[config.mk]
export PLATFORM = sky130hd
export DESIGN_NAME = mcc_regfile
export DESIGN_NICKNAME = d
export VERILOG_FILES = /design/src/design/mcc_pkg.sv /design/src/design/mcc_regfile.sv
export SDC_FILE = /design/constraint.sdc
export NUM_CORES = 1
export LEC_CHECK = 0
export BUFFER_PORTS_ARGS = -buffer_cell sky130_fd_sc_hd__buf_2
export CAP_MARGIN = 10
export CORE_UTILIZATION = 59
export CTS_CLUSTER_DIAMETER = 60
export DETAILED_ROUTE_END_ITERATION = 7
export PLACE_DENSITY = 0.84
export SETUP_SLACK_MARGIN = 0.2
export SLEW_MARGIN = 30
export SYNTH_ARGS = -nofsm -noshare
export SYNTH_HDL_FRONTEND = slang
export SYNTH_SLANG_ARGS = --single-unit
[constraint.sdc]
create_clock -name aclk -period 5 [get_ports aclk]
set_input_delay 0 -clock aclk [delete_from_list [all_inputs] [get_ports aclk]]
set_output_delay 0 -clock aclk [all_outputs]
set_load 0.05 [all_outputs]
[src/design/mcc_pkg.sv]
package mcc_pkg;

    localparam int DATA_W        = 16;
    localparam int PC_W          = 8;
    localparam int MEM_WORDS     = 256;
    localparam int MEM_AW        = $clog2(MEM_WORDS);
    localparam int PROGRAM_WORDS = 128;
    localparam int REG_COUNT     = 8;
    localparam int RF_AW         = $clog2(REG_COUNT);

    // last PC that may still be fetched
    localparam logic [PC_W-1:0] PC_LAST = PC_W'(PROGRAM_WORDS - 1);

    // request function codes
    localparam logic [1:0] FN_LOAD  = 2'd0;
    localparam logic [1:0] FN_STEP  = 2'd1;
    localparam logic [1:0] FN_RDREG = 2'd2;
    localparam logic [1:0] FN_RDMEM = 2'd3;

    // opcodes
    localparam logic [3:0] OP_RTYPE = 4'd0;
    localparam logic [3:0] OP_JUMP  = 4'd2;
    localparam logic [3:0] OP_ADDI  = 4'd4;
    localparam logic [3:0] OP_BEQ   = 4'd8;
    localparam logic [3:0] OP_LW    = 4'd11;
    localparam logic [3:0] OP_SW    = 4'd15;

    // ALU operations (R-type funct)
    localparam logic [2:0] ALU_ADD = 3'd0;
    localparam logic [2:0] ALU_SUB = 3'd2;
    localparam logic [2:0] ALU_AND = 3'd4;
    localparam logic [2:0] ALU_OR  = 3'd5;

    typedef enum logic [3:0] {
        PH_FETCH   = 4'd0,
        PH_DECODE  = 4'd1,
        PH_EXEC    = 4'd2,
        PH_MEM     = 4'd3,
        PH_LW_WB   = 4'd4,
        PH_SW      = 4'd5,
        PH_ADDI_WB = 4'd6,
        PH_R_EXEC  = 4'd7,
        PH_R_WB    = 4'd8,
        PH_BEQ     = 4'd9,
        PH_JUMP    = 4'd10
    } mcc_phase_t;

    typedef struct packed {
        logic [1:0]        func;
        logic [MEM_AW-1:0] address;
        logic [DATA_W-1:0] word;
    } mcc_req_t;

    typedef struct packed {
        logic [3:0]               phase;
        logic [PC_W-1:0]          program_counter;
        logic signed [DATA_W-1:0] alu_value;
        logic                     overflow_flag;
        logic                     zero_flag;
        logic                     halted;
        logic signed [DATA_W-1:0] read_value;
    } mcc_res_t;

    // architectural state after the executing request, for read addressing
    typedef struct packed {
        mcc_phase_t        phase;
        logic [PC_W-1:0]   pc;
        logic [DATA_W-1:0] alu;
        logic [DATA_W-1:0] ir;
    } mcc_fwd_t;

    typedef struct packed {
        logic              we;
        logic [RF_AW-1:0]  idx;
        logic [DATA_W-1:0] data;
    } mcc_rf_wr_t;

    typedef struct packed {
        logic [DATA_W-1:0] value;
        logic              ovf_we;
        logic              ovf;
        logic              zero_we;
        logic              zero;
    } mcc_alu_t;

endpackage

[src/design/mcc_regfile.sv]
module mcc_regfile (
    input  logic                        aclk,
    input  logic                        aresetn,
    input  mcc_pkg::mcc_rf_wr_t         wr,
    input  logic                        re,
    input  logic [mcc_pkg::RF_AW-1:0]   ra_a,
    input  logic [mcc_pkg::RF_AW-1:0]   ra_b,
    output logic [mcc_pkg::DATA_W-1:0]  rd_a,
    output logic [mcc_pkg::DATA_W-1:0]  rd_b
);
    import mcc_pkg::*;

    logic [DATA_W-1:0] mem [REG_COUNT];
    logic [REG_COUNT-1:0] vld_reg;
    logic [DATA_W-1:0] rd_a_reg;
    logic [DATA_W-1:0] rd_b_reg;

    // write-first: a read in the writeback cycle sees the new value
    always_ff @(posedge aclk) begin
        if (wr.we) begin
            mem[wr.idx] <= wr.data;
        end
        if (re) begin
            if (wr.we && wr.idx == ra_a) begin
                rd_a_reg <= wr.data;
            end else begin
                rd_a_reg <= vld_reg[ra_a] ? mem[ra_a] : '0;
            end
            if (wr.we && wr.idx == ra_b) begin
                rd_b_reg <= wr.data;
            end else begin
                rd_b_reg <= vld_reg[ra_b] ? mem[ra_b] : '0;
            end
        end
    end

    always_ff @(posedge aclk) begin
        if (!aresetn) begin
            vld_reg <= '0;
        end else if (wr.we) begin
            vld_reg[wr.idx] <= 1'b1;
        end
    end

    assign rd_a = rd_a_reg;
    assign rd_b = rd_b_reg;

endmodule

==> out/results.ini <==
[synth]
synth_top_area_cell = edfxtp_1
synthCells = 402
ys_seq_area_frac = 0.652
synth_edf_count = 160
post-synth-top-count-cell = edfxtp_1
synth.cell_area_mm2 = 0.00762
synth_common_cells = 160 x edfxtp_1, 66 x mux4_2, 34 x nand2_1
yosysWarnings = 0
synth-seq-cells = 168
yosys-top-cells-area = edfxtp_1 63%, mux4_2 20%, mux2i_1 4.2%, o21ai_2 2.3%, dfxtp_1 2.1%
yosysUniqueCellTypes = 23
yosysTopAreaCellShare = 0.631
synthArstFlopShare = 0
synth_nets = 431
ys_dominant_reg_cell = edfxtp_1
syn_area_per_cell_um2 = 19.0

[timing]
rsz0062_at_grt = false
max_freq_ghz = 0.515
finalHoldViolCount = 0
hold_slack_ps = 218
slew_violations = 0
relSlewSlack = 0.351
max_slew.worst_pin.slew_ps = 973
setup_viol = 0
fin_crit_sh = 0.388
period_minus_slack_ps = 1940
finClkSkew_ps = 8.22
timing.final.ws_setup_ps = 3060
finalSetupTns_ps = 0

[clock_tree]
clockRootBuffer = clkbuf_16
clk-insertion-delay-late_ps = 430
cts_buffers = 17
clkSlewWorstSetupHoldPaths_ps = 70
post_cts_resize_count = 0
cts_setup_buffers = 0
clkSinkCount = 168
cts.path.max_buffers = 2
cts_tree = built
holdBufCountCts = 17
cts-htree-levels = 4

[worst_setup_path]
required_ps = 5260
path_class = in2reg
max_stage_delay_ps = 760
end_kind = flip-flop
crit_arrival_ps = 2200
reg2reg_from = vld_reg[5]
cp-startpoint = ra_a[1]
crit_family = simple AND/OR/NAND/NOR gates
slowest_stage = or4_4
start_kind = primary input
path_max_fanout = 36
crit_chain = buf_2 -> xnor2_1 -> and4_4 -> or4_4 -> o21ai_0
crit_buf_inv = 1

[cells_and_area]
drive_above_1_share = 0.398
layout.nets = 506
largest_reg_flops = 128
area_growth_pct = 15.7
antenna_cells = 0
finish.instance_area_mm2 = 0.00882

[placement]
dpl_cell_area_mm2 = 0.00802
place_ws_ps = 2390
dpl.hpwl_um = 9070
io_buffers = 60
gp_congestion = 0.812

[floorplanning]
die_area_mm2 = 0.0134
ios = 61
num_rows = 41
initial_core_util = 0.604
die_y_um = 116
fp.coreArea_mm2 = 0.0126
die_x_um = 116

[power_and_ir_drop]
total_power_w = 0.00335
ir_drop_v = 0.000293
p_per_area_mw_per_mm2 = 380
leakage_nw = 3.04

[routing]
drc_errors = 0
antenna_left = 0
dr.pass1.iters = 5
wl_per_cell_um = 25.1
vias = 4227
via_per_inst = 6.39
routed_wl_um = 16600
drtIter0Drc = 518

[grt]
grt_max_degree = 37
antenna_found_initial = 0
overflow = 0
grt.total_usage = 0.273
grt_pass1_vias = 4457
grt_pass1_wl_um = 25300

[worst_hold_path]
min_from = re
min_path_type = in2reg

[run_status]
status = complete, no violations

[job]
cap_violations = 0

-- path summary, 6_finish.rpt --
path	to	slack (ps)	cells after the start
max	rd_a[4]	3060	5
min	rd_a[1]	220	1
max reg2reg	rd_a[4]	3200	4
min reg2reg	vld_reg[3]	500	1
-- metal layers --
metal	track usage	routed length, um	vias up
li1	-	-	1798
met1	0.334	6080	2160
met2	0.471	8850	232
met3	0.0596	1340	37
met4	0.117	342	0
met5	0	0	-
-- power breakdown --
| part | internal (W) | switching, W | total [W] |
|---|---|---|---|
| combinational | 0.000138 | 0.000226 | 0.000365 |
| clock | 0.000825 | 0.000529 | 0.00135 |
| sequential | 0.00161 | 0.0000252 | 0.00163 |
-- stage by stage --
stage                     utilization  std cells
after CTS                       0.698        662
after detailed placement        0.636        613
after floorplan                     -        402
final                           0.699        662
after global placement          0.636        613
after global routing            0.699        662
-- layout make-up --
type	instances	area, um2
multi-input cells	203	2470
clock buffers	21	470
repair buffers	87	551
fillers	777	3800
clock inverters	11	146
well taps	172	215
flip-flops and latches	168	4960
-- cell families (layout without fill, tap and decap cells) --
family	Yosys count	after routing	share of synthesized area
flip-flops	168	168	0.652
multiplexers	100	100	0.240
AND/OR/NAND/NOR	55	55	0.0346
AO/OA/AOI/OAI	42	42	0.0411
buffers and inverters	31	119	0.0258
XOR/XNOR	6	6	0.00690
-- cell usage in the layout, fill, tap and decap left out, drive strengths merged --
cell type / n
a2111oi: 2
and4: 2
buf: 70
bufinv: 3
clkbuf: 21
clkinv: 5
clkinvlp: 2
dfxtp: 8
dlygate4sd3: 17
edfxtp: 160
inv: 1
mux2: 2
mux2i: 32
mux4: 66
nand2: 34
nand2b: 3
nor2: 6
nor2b: 4
nor3: 2
nor3b: 2
o21a: 8
o21ai: 32
or4: 2
xnor2: 6
Power figures use the tool's default switching activity.
