## config.mk

```make
export PLATFORM = sky130hd
export DESIGN_NAME = mcc_main_mem
export DESIGN_NICKNAME = d
export VERILOG_FILES = /design/src/design/mcc_pkg.sv /design/src/design/mcc_main_mem.sv
export SDC_FILE = /design/constraint.sdc
export NUM_CORES = 2
export LEC_CHECK = 0
export BUFFER_PORTS_ARGS = -buffer_cell sky130_fd_sc_hd__buf_2
export CORE_UTILIZATION = 40
export CTS_CLUSTER_SIZE = 28
export DETAILED_ROUTE_END_ITERATION = 7
export GPL_TIMING_DRIVEN = 0
export PLACE_DENSITY = 0.6
export SLEW_MARGIN = 20
export SYNTH_ARGS = -nofsm -noshare
export SYNTH_HDL_FRONTEND = slang
export SYNTH_SLANG_ARGS = --single-unit
```

## constraint.sdc

```tcl
create_clock -name aclk -period 2.55 [get_ports aclk]
set_input_delay 0 -clock aclk [delete_from_list [all_inputs] [get_ports aclk]]
set_output_delay 0 -clock aclk [all_outputs]
set_load 0.01 [all_outputs]
```

## src/design/mcc_pkg.sv

```systemverilog
package mcc_pkg;

    localparam int DATA_W        = 16;
    localparam int PC_W          = 8;
    localparam int MEM_WORDS     = 256;
    localparam int MEM_AW        = $clog2(MEM_WORDS);
    localparam int PROGRAM_WORDS = 128;
    localparam int REG_COUNT     = 8;
    localparam int RF_AW         = $clog2(REG_COUNT);

    // last PC that may still be fetched
    localparam logic [PC_W-1:0] PC_LAST = PC_W'(PROGRAM_WORDS - 1);

    // request function codes
    localparam logic [1:0] FN_LOAD  = 2'd0;
    localparam logic [1:0] FN_STEP  = 2'd1;
    localparam logic [1:0] FN_RDREG = 2'd2;
    localparam logic [1:0] FN_RDMEM = 2'd3;

    // opcodes
    localparam logic [3:0] OP_RTYPE = 4'd0;
    localparam logic [3:0] OP_JUMP  = 4'd2;
    localparam logic [3:0] OP_ADDI  = 4'd4;
    localparam logic [3:0] OP_BEQ   = 4'd8;
    localparam logic [3:0] OP_LW    = 4'd11;
    localparam logic [3:0] OP_SW    = 4'd15;

    // ALU operations (R-type funct)
    localparam logic [2:0] ALU_ADD = 3'd0;
    localparam logic [2:0] ALU_SUB = 3'd2;
    localparam logic [2:0] ALU_AND = 3'd4;
    localparam logic [2:0] ALU_OR  = 3'd5;

    typedef enum logic [3:0] {
        PH_FETCH   = 4'd0,
        PH_DECODE  = 4'd1,
        PH_EXEC    = 4'd2,
        PH_MEM     = 4'd3,
        PH_LW_WB   = 4'd4,
        PH_SW      = 4'd5,
        PH_ADDI_WB = 4'd6,
        PH_R_EXEC  = 4'd7,
        PH_R_WB    = 4'd8,
        PH_BEQ     = 4'd9,
        PH_JUMP    = 4'd10
    } mcc_phase_t;

    typedef struct packed {
        logic [1:0]        func;
        logic [MEM_AW-1:0] address;
        logic [DATA_W-1:0] word;
    } mcc_req_t;

    typedef struct packed {
        logic [3:0]               phase;
        logic [PC_W-1:0]          program_counter;
        logic signed [DATA_W-1:0] alu_value;
        logic                     overflow_flag;
        logic                     zero_flag;
        logic                     halted;
        logic signed [DATA_W-1:0] read_value;
    } mcc_res_t;

    // architectural state after the executing request, for read addressing
    typedef struct packed {
        mcc_phase_t        phase;
        logic [PC_W-1:0]   pc;
        logic [DATA_W-1:0] alu;
        logic [DATA_W-1:0] ir;
    } mcc_fwd_t;

    typedef struct packed {
        logic              we;
        logic [RF_AW-1:0]  idx;
        logic [DATA_W-1:0] data;
    } mcc_rf_wr_t;

    typedef struct packed {
        logic [DATA_W-1:0] value;
        logic              ovf_we;
        logic              ovf;
        logic              zero_we;
        logic              zero;
    } mcc_alu_t;

endpackage

```

## src/design/mcc_main_mem.sv

```systemverilog
module mcc_main_mem (
    input  logic                         aclk,
    input  logic                         aresetn,
    input  logic                         we,
    input  logic [mcc_pkg::MEM_AW-1:0]   wa,
    input  logic [mcc_pkg::DATA_W-1:0]   wd,
    input  logic                         re,
    input  logic [mcc_pkg::MEM_AW-1:0]   ra,
    output logic [mcc_pkg::DATA_W-1:0]   rd
);
    import mcc_pkg::*;

    logic [DATA_W-1:0] mem [MEM_WORDS];
    logic [MEM_WORDS-1:0] vld_reg;
    logic [DATA_W-1:0] rd_reg;

    always_ff @(posedge aclk) begin
        if (we) begin
            mem[wa] <= wd;
        end
        if (re) begin
            rd_reg <= vld_reg[ra] ? mem[ra] : '0;
        end
    end

    // never-written words read as zero
    always_ff @(posedge aclk) begin
        if (!aresetn) begin
            vld_reg <= '0;
        end else if (we) begin
            vld_reg[wa] <= 1'b1;
        end
    end

    assign rd = rd_reg;

endmodule

```

==> flow_metrics.py <==
metrics = {
    "sta": {
        "fmax_ghz": 0.322,
        "finalSetupTns_ns": -18.22,
        "rsz0062_at_grt": "true",
        "clock_skew_ns": 0.0780,
        "finalCritPeriodShare_pct": 122,
        "finalCriticalPeriod_ns": 3.11,
        "maxSlewViolCount": 0,
        "max_slew.worst_pin.slew_ns": 1.31,
        "finalHoldViolCount": 0,
        "setup_viol": 279,
        "fin_ws_ns": -0.558,
        "maxSlewHeadroom_pct": 12.6,
    },
    "synthesis": {
        "synthDistinctLibCells": 67,
        "synth_edf_count": 4112,
        "ys.flop_type": "edfxtp_1",
        "synth-seq-cells": 4368,
        "ys_seq_area_share_pct": 76.1,
        "syn_nets": 8468,
        "yosys_warnings": 0,
        "postSynthCellCount": 8432,
        "synth_area_um2": 169000,
        "synth-async-reset-ratio_pct": 0,
        "syn_avg_cell_area_um2": 20.0,
    },
    "critical_path": {
        "cp.required_ns": 3.33,
        "cp.arrival_ns": 3.89,
        "crit_fanout": 11,
        "startpoint_type": "input pin",
        "worst-setup-path-type": "input pin to flip-flop",
        "end_kind": "flip-flop",
    },
    "detailed_routing": {
        "drt-total-wl_mm": 578,
        "drt_iter0_drc": 15301,
        "viasPerCell": 6.23,
        "postRouteAntennaNets": 0,
        "dr.pass1.iters": 8,
        "dr_total_vias": 94541,
        "post_drt_wl_per_cell_um": 38.1,
        "drc": 0,
    },
    "grt": {
        "antenna_found_initial": 49,
        "grt_overflow": 0,
        "grt_pass1_wl_mm": 775,
        "grt_pass1_vias": 91049,
        "grt_usage_pct": 26.6,
        "grt_max_degree": 140,
    },
    "floorplanning": {
        "die_w_um": 652,
        "core-area_um2": 420000,
        "initial_core_util_pct": 40.2,
        "pin_count": 52,
        "rows": 238,
        "die_h_um": 652,
        "floorplan.die_area_um2": 425000,
    },
    "power_and_ir_drop": {
        "leakage_nw": 63.1,
        "p_per_area_nw_per_um2": 771,
        "ir_worst_vdd_mv": 0.616,
    },
    "finish": {
        "largest_register_ffs": 4096,
        "layout_common_cells": "edfxtp_1 (4112), mux2i_1 (806), mux4_2 (686), clkbuf_16 (435), o221ai_1 (350)",
        "drive_above_1_share_pct": 26.1,
        "syn_to_final_growth_pct": 17.2,
        "nNetsFinal": 9177,
        "post-route-util_pct": 47.1,
        "layout_commonest_cell": "edfxtp_1",
    },
    "clocking": {
        "cts_tree": "done",
        "cts_sinks": 4368,
        "cts_root_buf": "clkbuf_16",
        "cts_buffer_depth": 4,
        "clk_latency_ns": 1.02,
        "htree_levels": 5,
        "cts_made_buffers": 429,
        "path_clk_slew_ns": 0.06,
    },
    "outcome": {
        "status": "finished, violations left",
        "violations": "setup timing",
    },
    "placement": {
        "gp_congestion": 1.01,
        "hpwl_mm": 395,
        "portBuffers": 40,
    },
    "hold_path": {
        "hold_class": "input pin to flip-flop",
    },
    "job": {
        "drv_cap": 0,
    },
}
==> routing by layer <==
| metal | share of wire, % | vias up | wire length, um | global-route usage [%] |
|---|---|---|---|---|
| met2 | 44 | 6444 | 256000 | 39.7 |
| met1 | 37 | 49861 | 213000 | 35.1 |
| met4 | 6.6 | 12 | 37900 | 14.5 |
| met5 | 0.014 | - | 82 | 0 |
| li1 | - | 36842 | - | - |
| met3 | 12 | 1382 | 71500 | 7.88 |
==> synth_stat cells, types with 15 or more instances <==
| cell type | count | area (um2) |
|---|---|---|
| edfxtp_1 | 4112 | 123000 |
| nor3_1 | 86 | 430 |
| a21oi_1 | 238 | 1190 |
| mux2_2 | 20 | 225 |
| a22oi_1 | 40 | 300 |
| o21a_1 | 270 | 2030 |
| o22ai_1 | 217 | 1360 |
| and4_1 | 16 | 140 |
| mux2i_1 | 815 | 8160 |
| a211oi_1 | 36 | 270 |
| buf_6 | 60 | 676 |
| dfxtp_1 | 256 | 5120 |
| mux4_1 | 27 | 709 |
| o221ai_1 | 374 | 3280 |
| buf_1 | 33 | 124 |
| buf_4 | 73 | 548 |
| nor2_1 | 312 | 1170 |
| mux4_2 | 684 | 15400 |
| buf_2 | 99 | 495 |
| clkbuf_1 | 242 | 908 |
| buf_12 | 15 | 300 |
| o31ai_1 | 32 | 240 |
| nor4_1 | 17 | 106 |
| nand2_1 | 103 | 387 |
| o21ai_0 | 51 | 255 |
| nand3_1 | 39 | 195 |
==> worst max-delay path, cell delays in order <==
cell and delay (ns):
clkbuf_2 0.27, and3b_2 0.31, clkbuf_2 0.60, nand2_4 0.60
clkbuf_4 0.50, o21ai_0 0.33, nor3_1 0.32, and4_2 0.41
o31ai_4 0.20, a21oi_4 0.31
==> through the flow <==
step / power (mW) / instance area, um2 / hold slack, ns / setup slack, ns / std cells
finish: 153 / 198000 / 0.0480 / -0.558 / 15165
global placement: 89.0 / 176000 / 0.406 / -3.97 / 14112
CTS: 152 / 198000 / 0.00326 / -0.192 / 15123
detailed placement: 89.2 / 181000 / 0.241 / -3.80 / 14278
floorplan: 84.1 / 169000 / 0.0989 / 0.186 / 8432
global route: 155 / 198000 / 0.0339 / -0.305 / 15147
==> timing repair <==
item	CTS	global route
gates cloned	1	0
hold buffers	29	2
endpoints found under the hold margin	3485	26
pin swaps	34	18
setup endpoints to repair	473	489
buffers inserted	25	18
gates resized for setup	467	49
==> cell families (layout without fill, tap and decap cells) <==
| family | count (synthesis) | in the layout | share of synthesized area [%] |
|---|---|---|---|
| compound gates | 1343 | 1343 | 5.78 |
| buf+inv | 548 | 1618 | 1.98 |
| flops | 4368 | 4368 | 76.1 |
| mux | 1546 | 1546 | 14.5 |
| other cells | 0 | 23 | 0 |
| simple gates | 627 | 627 | 1.66 |
==> path summary, 6_finish.rpt <==
check	start	to	slack (ns)	cells past startpoint
hold / removal	wd[14]	mem[94][14]	0.05	2
hold reg to reg	vld_reg[231]	vld_reg[231]	0.46	1
setup reg to reg	mem[173][1]	rd[1]	-0.38	7
setup / recovery	ra[3]	rd[2]	-0.56	10
==> area by class of cell <==
class / count / area (um2)
fillers: 34688 / 222000
flip-flops and latches: 4368 / 129000
multi-input cells: 3516 / 39900
clock buffers: 536 / 11500
well taps: 5640 / 7060
repair buffers: 280 / 4400
plain buffers: 539 / 3860
clock inverters: 256 / 2600
diodes: 23 / 57.6
inverters: 7 / 35.0
==> power breakdown <==
| group | switching (mW) | internal (mW) |
|---|---|---|
| combinational | 7.03 | 2.85 |
| clock | 27.9 | 36.3 |
| sequential | 0.0410 | 78.5 |
(Power assumes the default switching activity.)
