## src/design/mcc_pkg.sv

```systemverilog
package mcc_pkg;

    localparam int DATA_W        = 16;
    localparam int PC_W          = 8;
    localparam int MEM_WORDS     = 256;
    localparam int MEM_AW        = $clog2(MEM_WORDS);
    localparam int PROGRAM_WORDS = 128;
    localparam int REG_COUNT     = 8;
    localparam int RF_AW         = $clog2(REG_COUNT);

    // last PC that may still be fetched
    localparam logic [PC_W-1:0] PC_LAST = PC_W'(PROGRAM_WORDS - 1);

    // request function codes
    localparam logic [1:0] FN_LOAD  = 2'd0;
    localparam logic [1:0] FN_STEP  = 2'd1;
    localparam logic [1:0] FN_RDREG = 2'd2;
    localparam logic [1:0] FN_RDMEM = 2'd3;

    // opcodes
    localparam logic [3:0] OP_RTYPE = 4'd0;
    localparam logic [3:0] OP_JUMP  = 4'd2;
    localparam logic [3:0] OP_ADDI  = 4'd4;
    localparam logic [3:0] OP_BEQ   = 4'd8;
    localparam logic [3:0] OP_LW    = 4'd11;
    localparam logic [3:0] OP_SW    = 4'd15;

    // ALU operations (R-type funct)
    localparam logic [2:0] ALU_ADD = 3'd0;
    localparam logic [2:0] ALU_SUB = 3'd2;
    localparam logic [2:0] ALU_AND = 3'd4;
    localparam logic [2:0] ALU_OR  = 3'd5;

    typedef enum logic [3:0] {
        PH_FETCH   = 4'd0,
        PH_DECODE  = 4'd1,
        PH_EXEC    = 4'd2,
        PH_MEM     = 4'd3,
        PH_LW_WB   = 4'd4,
        PH_SW      = 4'd5,
        PH_ADDI_WB = 4'd6,
        PH_R_EXEC  = 4'd7,
        PH_R_WB    = 4'd8,
        PH_BEQ     = 4'd9,
        PH_JUMP    = 4'd10
    } mcc_phase_t;

    typedef struct packed {
        logic [1:0]        func;
        logic [MEM_AW-1:0] address;
        logic [DATA_W-1:0] word;
    } mcc_req_t;

    typedef struct packed {
        logic [3:0]               phase;
        logic [PC_W-1:0]          program_counter;
        logic signed [DATA_W-1:0] alu_value;
        logic                     overflow_flag;
        logic                     zero_flag;
        logic                     halted;
        logic signed [DATA_W-1:0] read_value;
    } mcc_res_t;

    // architectural state after the executing request, for read addressing
    typedef struct packed {
        mcc_phase_t        phase;
        logic [PC_W-1:0]   pc;
        logic [DATA_W-1:0] alu;
        logic [DATA_W-1:0] ir;
    } mcc_fwd_t;

    typedef struct packed {
        logic              we;
        logic [RF_AW-1:0]  idx;
        logic [DATA_W-1:0] data;
    } mcc_rf_wr_t;

    typedef struct packed {
        logic [DATA_W-1:0] value;
        logic              ovf_we;
        logic              ovf;
        logic              zero_we;
        logic              zero;
    } mcc_alu_t;

endpackage

```

## src/design/mcc_alu.sv

```systemverilog
module mcc_alu (
    input  logic [mcc_pkg::DATA_W-1:0] x,
    input  logic [mcc_pkg::DATA_W-1:0] y,
    input  logic [2:0]                 op,
    output mcc_pkg::mcc_alu_t          res
);
    import mcc_pkg::*;

    localparam int MSB = DATA_W - 1;

    logic [DATA_W-1:0] sum;
    logic [DATA_W-1:0] diff;

    assign sum  = x + y;
    assign diff = x - y;

    always_comb begin
        res = '0;
        unique case (op)
            ALU_ADD: begin
                res.value  = sum;
                res.ovf_we = 1'b1;
                res.ovf    = ~(x[MSB] ^ y[MSB]) & (x[MSB] ^ sum[MSB]);
            end
            ALU_SUB: begin
                res.value   = diff;
                res.ovf_we  = 1'b1;
                res.ovf     = (x[MSB] ^ y[MSB]) & (x[MSB] ^ diff[MSB]);
                res.zero_we = 1'b1;
                res.zero    = (diff == '0);
            end
            ALU_AND: res.value = x & y;
            ALU_OR:  res.value = x | y;
            default: res.value = '0;  // unknown funct: zero, flags kept
        endcase
    end

endmodule

```

## src/design/mcc_exec.sv

```systemverilog
module mcc_exec (
    input  logic                        aclk,
    input  logic                        aresetn,
    input  logic                        en,
    input  mcc_pkg::mcc_req_t           req,
    input  logic [mcc_pkg::DATA_W-1:0]  mem_q,
    input  logic [mcc_pkg::DATA_W-1:0]  rf_a_q,
    input  logic [mcc_pkg::DATA_W-1:0]  rf_b_q,
    output mcc_pkg::mcc_fwd_t           fwd,
    output mcc_pkg::mcc_rf_wr_t         rf_wr,
    output mcc_pkg::mcc_res_t           res
);
    import mcc_pkg::*;

    mcc_phase_t        phase_reg, phase_next;
    logic [PC_W-1:0]   pc_reg, pc_next;
    logic [DATA_W-1:0] ir_reg, ir_next;
    logic [DATA_W-1:0] a_reg, a_next;
    logic [DATA_W-1:0] b_reg, b_next;
    logic [DATA_W-1:0] alu_reg, alu_next;
    logic [DATA_W-1:0] mdr_reg, mdr_next;
    logic [PC_W-1:0]   jt_reg, jt_next;
    logic              ovf_reg, ovf_next;
    logic              zero_reg, zero_next;
    logic              halt_reg, halt_next;

    logic [3:0]        op;
    logic [RF_AW-1:0]  rt;
    logic [RF_AW-1:0]  rd;
    logic [DATA_W-1:0] imm;
    logic              step;
    logic              mem_op;

    logic [DATA_W-1:0] alu_x;
    logic [DATA_W-1:0] alu_y;
    logic [2:0]        alu_op;
    logic              alu_use;
    mcc_alu_t          alu_res;

    assign op     = ir_reg[15:12];
    assign rt     = ir_reg[8:6];
    assign rd     = ir_reg[5:3];
    assign imm    = {{(DATA_W - 6){ir_reg[5]}}, ir_reg[5:0]};
    assign step   = en && (req.func == FN_STEP);
    assign mem_op = (op == OP_LW) || (op == OP_SW) || (op == OP_ADDI);

    // operand select for the single ALU
    always_comb begin
        alu_x  = '0;
        alu_y  = '0;
        alu_op = ALU_ADD;
        unique case (phase_reg)
            PH_FETCH: begin
                alu_x = DATA_W'(pc_reg);
                alu_y = DATA_W'(1);
            end
            PH_DECODE: begin
                alu_x = DATA_W'(pc_reg);
                alu_y = imm;
            end
            PH_EXEC: begin
                alu_x = a_reg;
                alu_y = imm;
            end
            PH_R_EXEC: begin
                alu_x  = a_reg;
                alu_y  = b_reg;
                alu_op = ir_reg[2:0];
            end
            default: alu_op = ALU_ADD;
        endcase
    end

    mcc_alu u_alu (
        .x   (alu_x),
        .y   (alu_y),
        .op  (alu_op),
        .res (alu_res)
    );

    always_comb begin
        phase_next = phase_reg;
        pc_next    = pc_reg;
        ir_next    = ir_reg;
        a_next     = a_reg;
        b_next     = b_reg;
        mdr_next   = mdr_reg;
        jt_next    = jt_reg;
        halt_next  = halt_reg;
        alu_use    = 1'b0;
        rf_wr      = '0;
        if (step) begin
            phase_next = PH_FETCH;
            unique case (phase_reg)
                PH_FETCH: begin
                    if (pc_reg > PC_LAST || mem_q == '0) begin
                        halt_next = 1'b1;
                    end else begin
                        halt_next  = 1'b0;
                        ir_next    = mem_q;
                        alu_use    = 1'b1;
                        pc_next    = alu_res.value[PC_W-1:0];
                        phase_next = PH_DECODE;
                    end
                end
                PH_DECODE: begin
                    a_next  = rf_a_q;
                    b_next  = rf_b_q;
                    alu_use = 1'b1;
                    jt_next = ir_reg[PC_W-1:0];
                    priority if (mem_op)           phase_next = PH_EXEC;
                    else if (op == OP_RTYPE)       phase_next = PH_R_EXEC;
                    else if (op == OP_BEQ)         phase_next = PH_BEQ;
                    else if (op == OP_JUMP)        phase_next = PH_JUMP;
                    else                           phase_next = PH_FETCH;
                end
                PH_EXEC: begin
                    alu_use = mem_op;
                    priority if (op == OP_LW)      phase_next = PH_MEM;
                    else if (op == OP_SW)          phase_next = PH_SW;
                    else if (op == OP_ADDI)        phase_next = PH_ADDI_WB;
                    else                           phase_next = PH_FETCH;
                end
                PH_MEM: begin
                    mdr_next   = mem_q;
                    phase_next = PH_LW_WB;
                end
                PH_LW_WB:   rf_wr = '{we: 1'b1, idx: rt, data: mdr_reg};
                PH_ADDI_WB: rf_wr = '{we: 1'b1, idx: rt, data: alu_reg};
                PH_R_EXEC: begin
                    alu_use    = 1'b1;
                    phase_next = PH_R_WB;
                end
                PH_R_WB:    rf_wr = '{we: 1'b1, idx: rd, data: alu_reg};
                PH_JUMP:    pc_next = jt_reg;
                default:    phase_next = PH_FETCH;  // unfinished sw/beq, spare codes
            endcase
        end
    end

    always_comb begin
        alu_next  = alu_use ? alu_res.value : alu_reg;
        ovf_next  = (alu_use && alu_res.ovf_we) ? alu_res.ovf : ovf_reg;
        zero_next = (alu_use && alu_res.zero_we) ? alu_res.zero : zero_reg;
    end

    always_ff @(posedge aclk) begin
        if (!aresetn) begin
            phase_reg <= PH_FETCH;
            pc_reg    <= '0;
            ir_reg    <= '0;
            a_reg     <= '0;
            b_reg     <= '0;
            alu_reg   <= '0;
            mdr_reg   <= '0;
            jt_reg    <= '0;
            ovf_reg   <= 1'b0;
            zero_reg  <= 1'b0;
            halt_reg  <= 1'b0;
        end else begin
            phase_reg <= phase_next;
            pc_reg    <= pc_next;
            ir_reg    <= ir_next;
            a_reg     <= a_next;
            b_reg     <= b_next;
            alu_reg   <= alu_next;
            mdr_reg   <= mdr_next;
            jt_reg    <= jt_next;
            ovf_reg   <= ovf_next;
            zero_reg  <= zero_next;
            halt_reg  <= halt_next;
        end
    end

    assign fwd = '{phase: phase_next, pc: pc_next, alu: alu_next, ir: ir_next};

    always_comb begin
        res.phase           = phase_next;
        res.program_counter = pc_next;
        res.alu_value       = $signed(alu_next);
        res.overflow_flag   = ovf_next;
        res.zero_flag       = zero_next;
        res.halted          = halt_next;
        unique case (req.func)
            FN_RDREG: res.read_value = $signed(rf_a_q);
            FN_RDMEM: res.read_value = $signed(mem_q);
            default:  res.read_value = '0;
        endcase
    end

endmodule

```

## config.mk

```make
export PLATFORM = sky130hd
export DESIGN_NAME = mcc_exec
export DESIGN_NICKNAME = d
export VERILOG_FILES = /design/src/design/mcc_pkg.sv /design/src/design/mcc_alu.sv /design/src/design/mcc_exec.sv
export SDC_FILE = /design/constraint.sdc
export NUM_CORES = 1
export LEC_CHECK = 0
export BUFFER_PORTS_ARGS = -buffer_cell sky130_fd_sc_hd__buf_2
export CAP_MARGIN = 10
export CELL_PAD_IN_SITES_DETAIL_PLACEMENT = 1
export CELL_PAD_IN_SITES_GLOBAL_PLACEMENT = 2
export CORE_MARGIN = 2
export CORE_UTILIZATION = 31
export CTS_BUF_LIST = sky130_fd_sc_hd__clkbuf_8
export DETAILED_ROUTE_END_ITERATION = 8
export GPL_ROUTABILITY_DRIVEN = 0
export PLACE_DENSITY_LB_ADDON = 0.1
export SYNTH_ARGS = -nofsm -noshare
export SYNTH_HDL_FRONTEND = slang
export SYNTH_SLANG_ARGS = --single-unit
```

## constraint.sdc

```tcl
create_clock -name aclk -period 6.84 [get_ports aclk]
set_input_delay 2.052 -clock aclk [delete_from_list [all_inputs] [get_ports aclk]]
set_output_delay 2.052 -clock aclk [all_outputs]
set_load 0.01 [all_outputs]
```

==> flow_summary.yaml <==
worst_hold_path:
  hold_start: "a_reg[13]"
  hold_path.class: "flop to flop"
synth:
  yosysUniqueCellTypes: 74
  yosysWarnings: 0
  ys.flop_type: "dfxtp_1"
  synth_seq_cells: 103
  syn_area_um2: 7980
  synth_edf_count: 0
  syn_nets: 1208
  syn_area_per_cell_um2: 7.38
  synth_cells: 1081
  ys_seq_area_share_pct: 25.8
  synthArstFlopShare_pct: 0
worst_setup_path:
  cp_top_family: "compound AO/OA/AOI/OAI gates"
  crit_required_ns: 4.79
  cp_max_fo: 10
  critPathBufInv: 2
  end_kind: "output port"
  r2r-start: "phase_reg[0]"
  worstSetupStartpointType: "primary input"
  crit_chain: "buf_2 -> nor4_1 -> a41oi_1 -> and2_1 -> o221ai_4 -> a21oi_2 -> a32o_1 -> or2_1 -> buf_2"
  startpoint: "mem_q[2]"
  arrival_ns: 4.49
  cp_common_cell: "buf_2"
  slowest_stage: "nor4_1"
  max_stage_delay_ns: 0.43
  path_class: "primary input to output port"
timing:
  min_period_over_period_pct: 95.7
  period_needed_ns: 6.55
  final.setup.tns_ns: 0
  max_freq_mhz: 153
  rsz0062_at_grt: "no"
  worstMarginPinSlew_ns: 1.08
  hold_viol_final: 0
  drv_slew: 0
  setup_viol: 0
  slew_headroom_pct: 27.9
  skew_ns: 0.0122
clock_network:
  clock_path_buffers: 2
  cts_tree: "built"
  insertion_delay_ns: 0.41
  htree_num_levels: 3
  cts_hold_buf: 0
  clock-root-buffer: "clkbuf_8"
  cts_sinks: 103
  cts_setup_buffers: 0
  clkTransAtPathRegs_ns: 0.11
  cts_buffers: 9
floorplan:
  start_util_pct: 31.6
  die-area_um2: 27000
  coreArea_um2: 25300
  die_h_um: 164
  ios: 188
  die_width_um: 164
  core.rowCount: 58
global_route:
  grt_max_degree: 72
  grt_antenna_before_repair: 0
  grt_pass1_wl_um: 50000
  track_usage_pct: 24.8
  grt_pass1_vias: 8133
  grt_overflow_total: 0
place:
  placedCellCount: 1513
  io_buffers: 163
  placedInstanceArea_um2: 9020
  dpl.hpwl_um: 26000
final_layout:
  area_growth_pct: 15.9
  final_cells: 1529
  final_layout_size_suffix_gt1_share_pct: 22.1
  layout_common_cells: "nand2_1 (169), buf_2 (163), a21oi_1 (115)"
  final_common_cell: "nand2_1"
  final_nets: 1321
  final_area_um2: 9250
  n_antenna_cell: 0
pwr:
  p_leak_nw: 4.05
  ir_drop_uv: 88.7
  finalPower_w: 0.00123
  power_density_nw_per_um2: 133
routing:
  wl_per_cell_um: 22.0
  wl_um: 33600
  drcViolationCount: 0
  vias: 8258
  first_iter_violations: 571
  drt_pre_antenna_iters: 5
  vias_per_cell: 5.40
  ant_nets: 0
job:
  max_cap_violations: 0
outcome:
  status: "completed"
## power by group
part | internal [W] | leakage [nW] | switching [W] | total [W]
combinational | 0.0000772 | 3.12 | 0.000123 | 0.000200
clock | 0.000142 | 0.100 | 0.000274 | 0.000416
sequential | 0.000606 | 0.834 | 0.00000713 | 0.000613
total | 0.000825 | 4.05 | 0.000404 | 0.00123
## metrics by stage
| stage | util [%] | setup slack, ns | hold slack, ns |
|---|---|---|---|
| after global placement | 35.7 | 0.355 | 0.440 |
| after detailed placement | 35.7 | 0.289 | 0.445 |
| after floorplan | - | 0.757 | 0.432 |
| final | 36.6 | 0.294 | 0.459 |
| after CTS | 36.5 | 0.0340 | 0.460 |
| after global routing | 36.6 | 0.0266 | 0.479 |
## layout make-up
cell class / count / area [um^2]
clock inverter: 7 / 66.3
timing repair buffer: 205 / 1130
tap: 330 / 413
fill: 3228 / 16000
clock buffer: 9 / 124
inverter: 51 / 193
sequential: 103 / 2070
multi-input combinational: 824 / 5250
## worst min-delay path: stages, from the launching register on
cell and delay (ns):
dfxtp_1 0.32, nand2_1 0.05, a21oi_1 0.05
## logic make-up after synthesis
group	synth area share, %
buffers and inverters	8.97
multiplexers	5.83
XOR/XNOR	1.32
flip-flops	25.8
AO/OA/AOI/OAI	25.9
AND/OR/NAND/NOR	24.1
adder cells (fa/ha/maj)	8.03
## synth_stat cells (all sizes together), types with 10 or more instances
library cell    n  share of area, %
nor2           79               3.7
o21a           13               1.2
a21o           11               1.0
dfxtp         103                26
nor2b          25               2.0
a22oi          27               2.5
mux2           20               2.8
nand3          12              0.75
nor3           20               1.3
a211oi         15               1.5
clkbuf         57               2.7
buf            46               3.9
xnor2          10               1.1
o21ai          37               2.3
and2           40               3.1
inv            51               2.4
mux2i          24               3.0
nand2b         15               1.2
nand2         169               7.9
a21oi         118               7.5
o211ai         11               1.0
ha             48               7.5
## metal layers
| layer | vias up | track usage, % | wire, um |
|---|---|---|---|
| met5 | - | 0 | 0 |
| met1 | 4093 | 32.9 | 15500 |
| met4 | 0 | 5.89 | 709 |
| li1 | 3970 | - | - |
| met2 | 165 | 42.6 | 16300 |
| met3 | 30 | 3.19 | 1110 |
## what timing repair did
item / CTS / global route
resized for setup: 1 / 14
pin swaps: 0 / 1
gates cloned: 0 / 0
setup endpoints to repair: 2 / 26
## path summary, 6_finish.rpt
path	to	slack, ns	cells past startpoint
setup reg to reg	alu_reg[14]	2.95	14
setup / recovery	fwd[28]	0.29	9
hold / removal	a_reg[13]	0.46	2
hold reg to reg	a_reg[13]	0.46	2
Power figures use the tool's default switching activity.
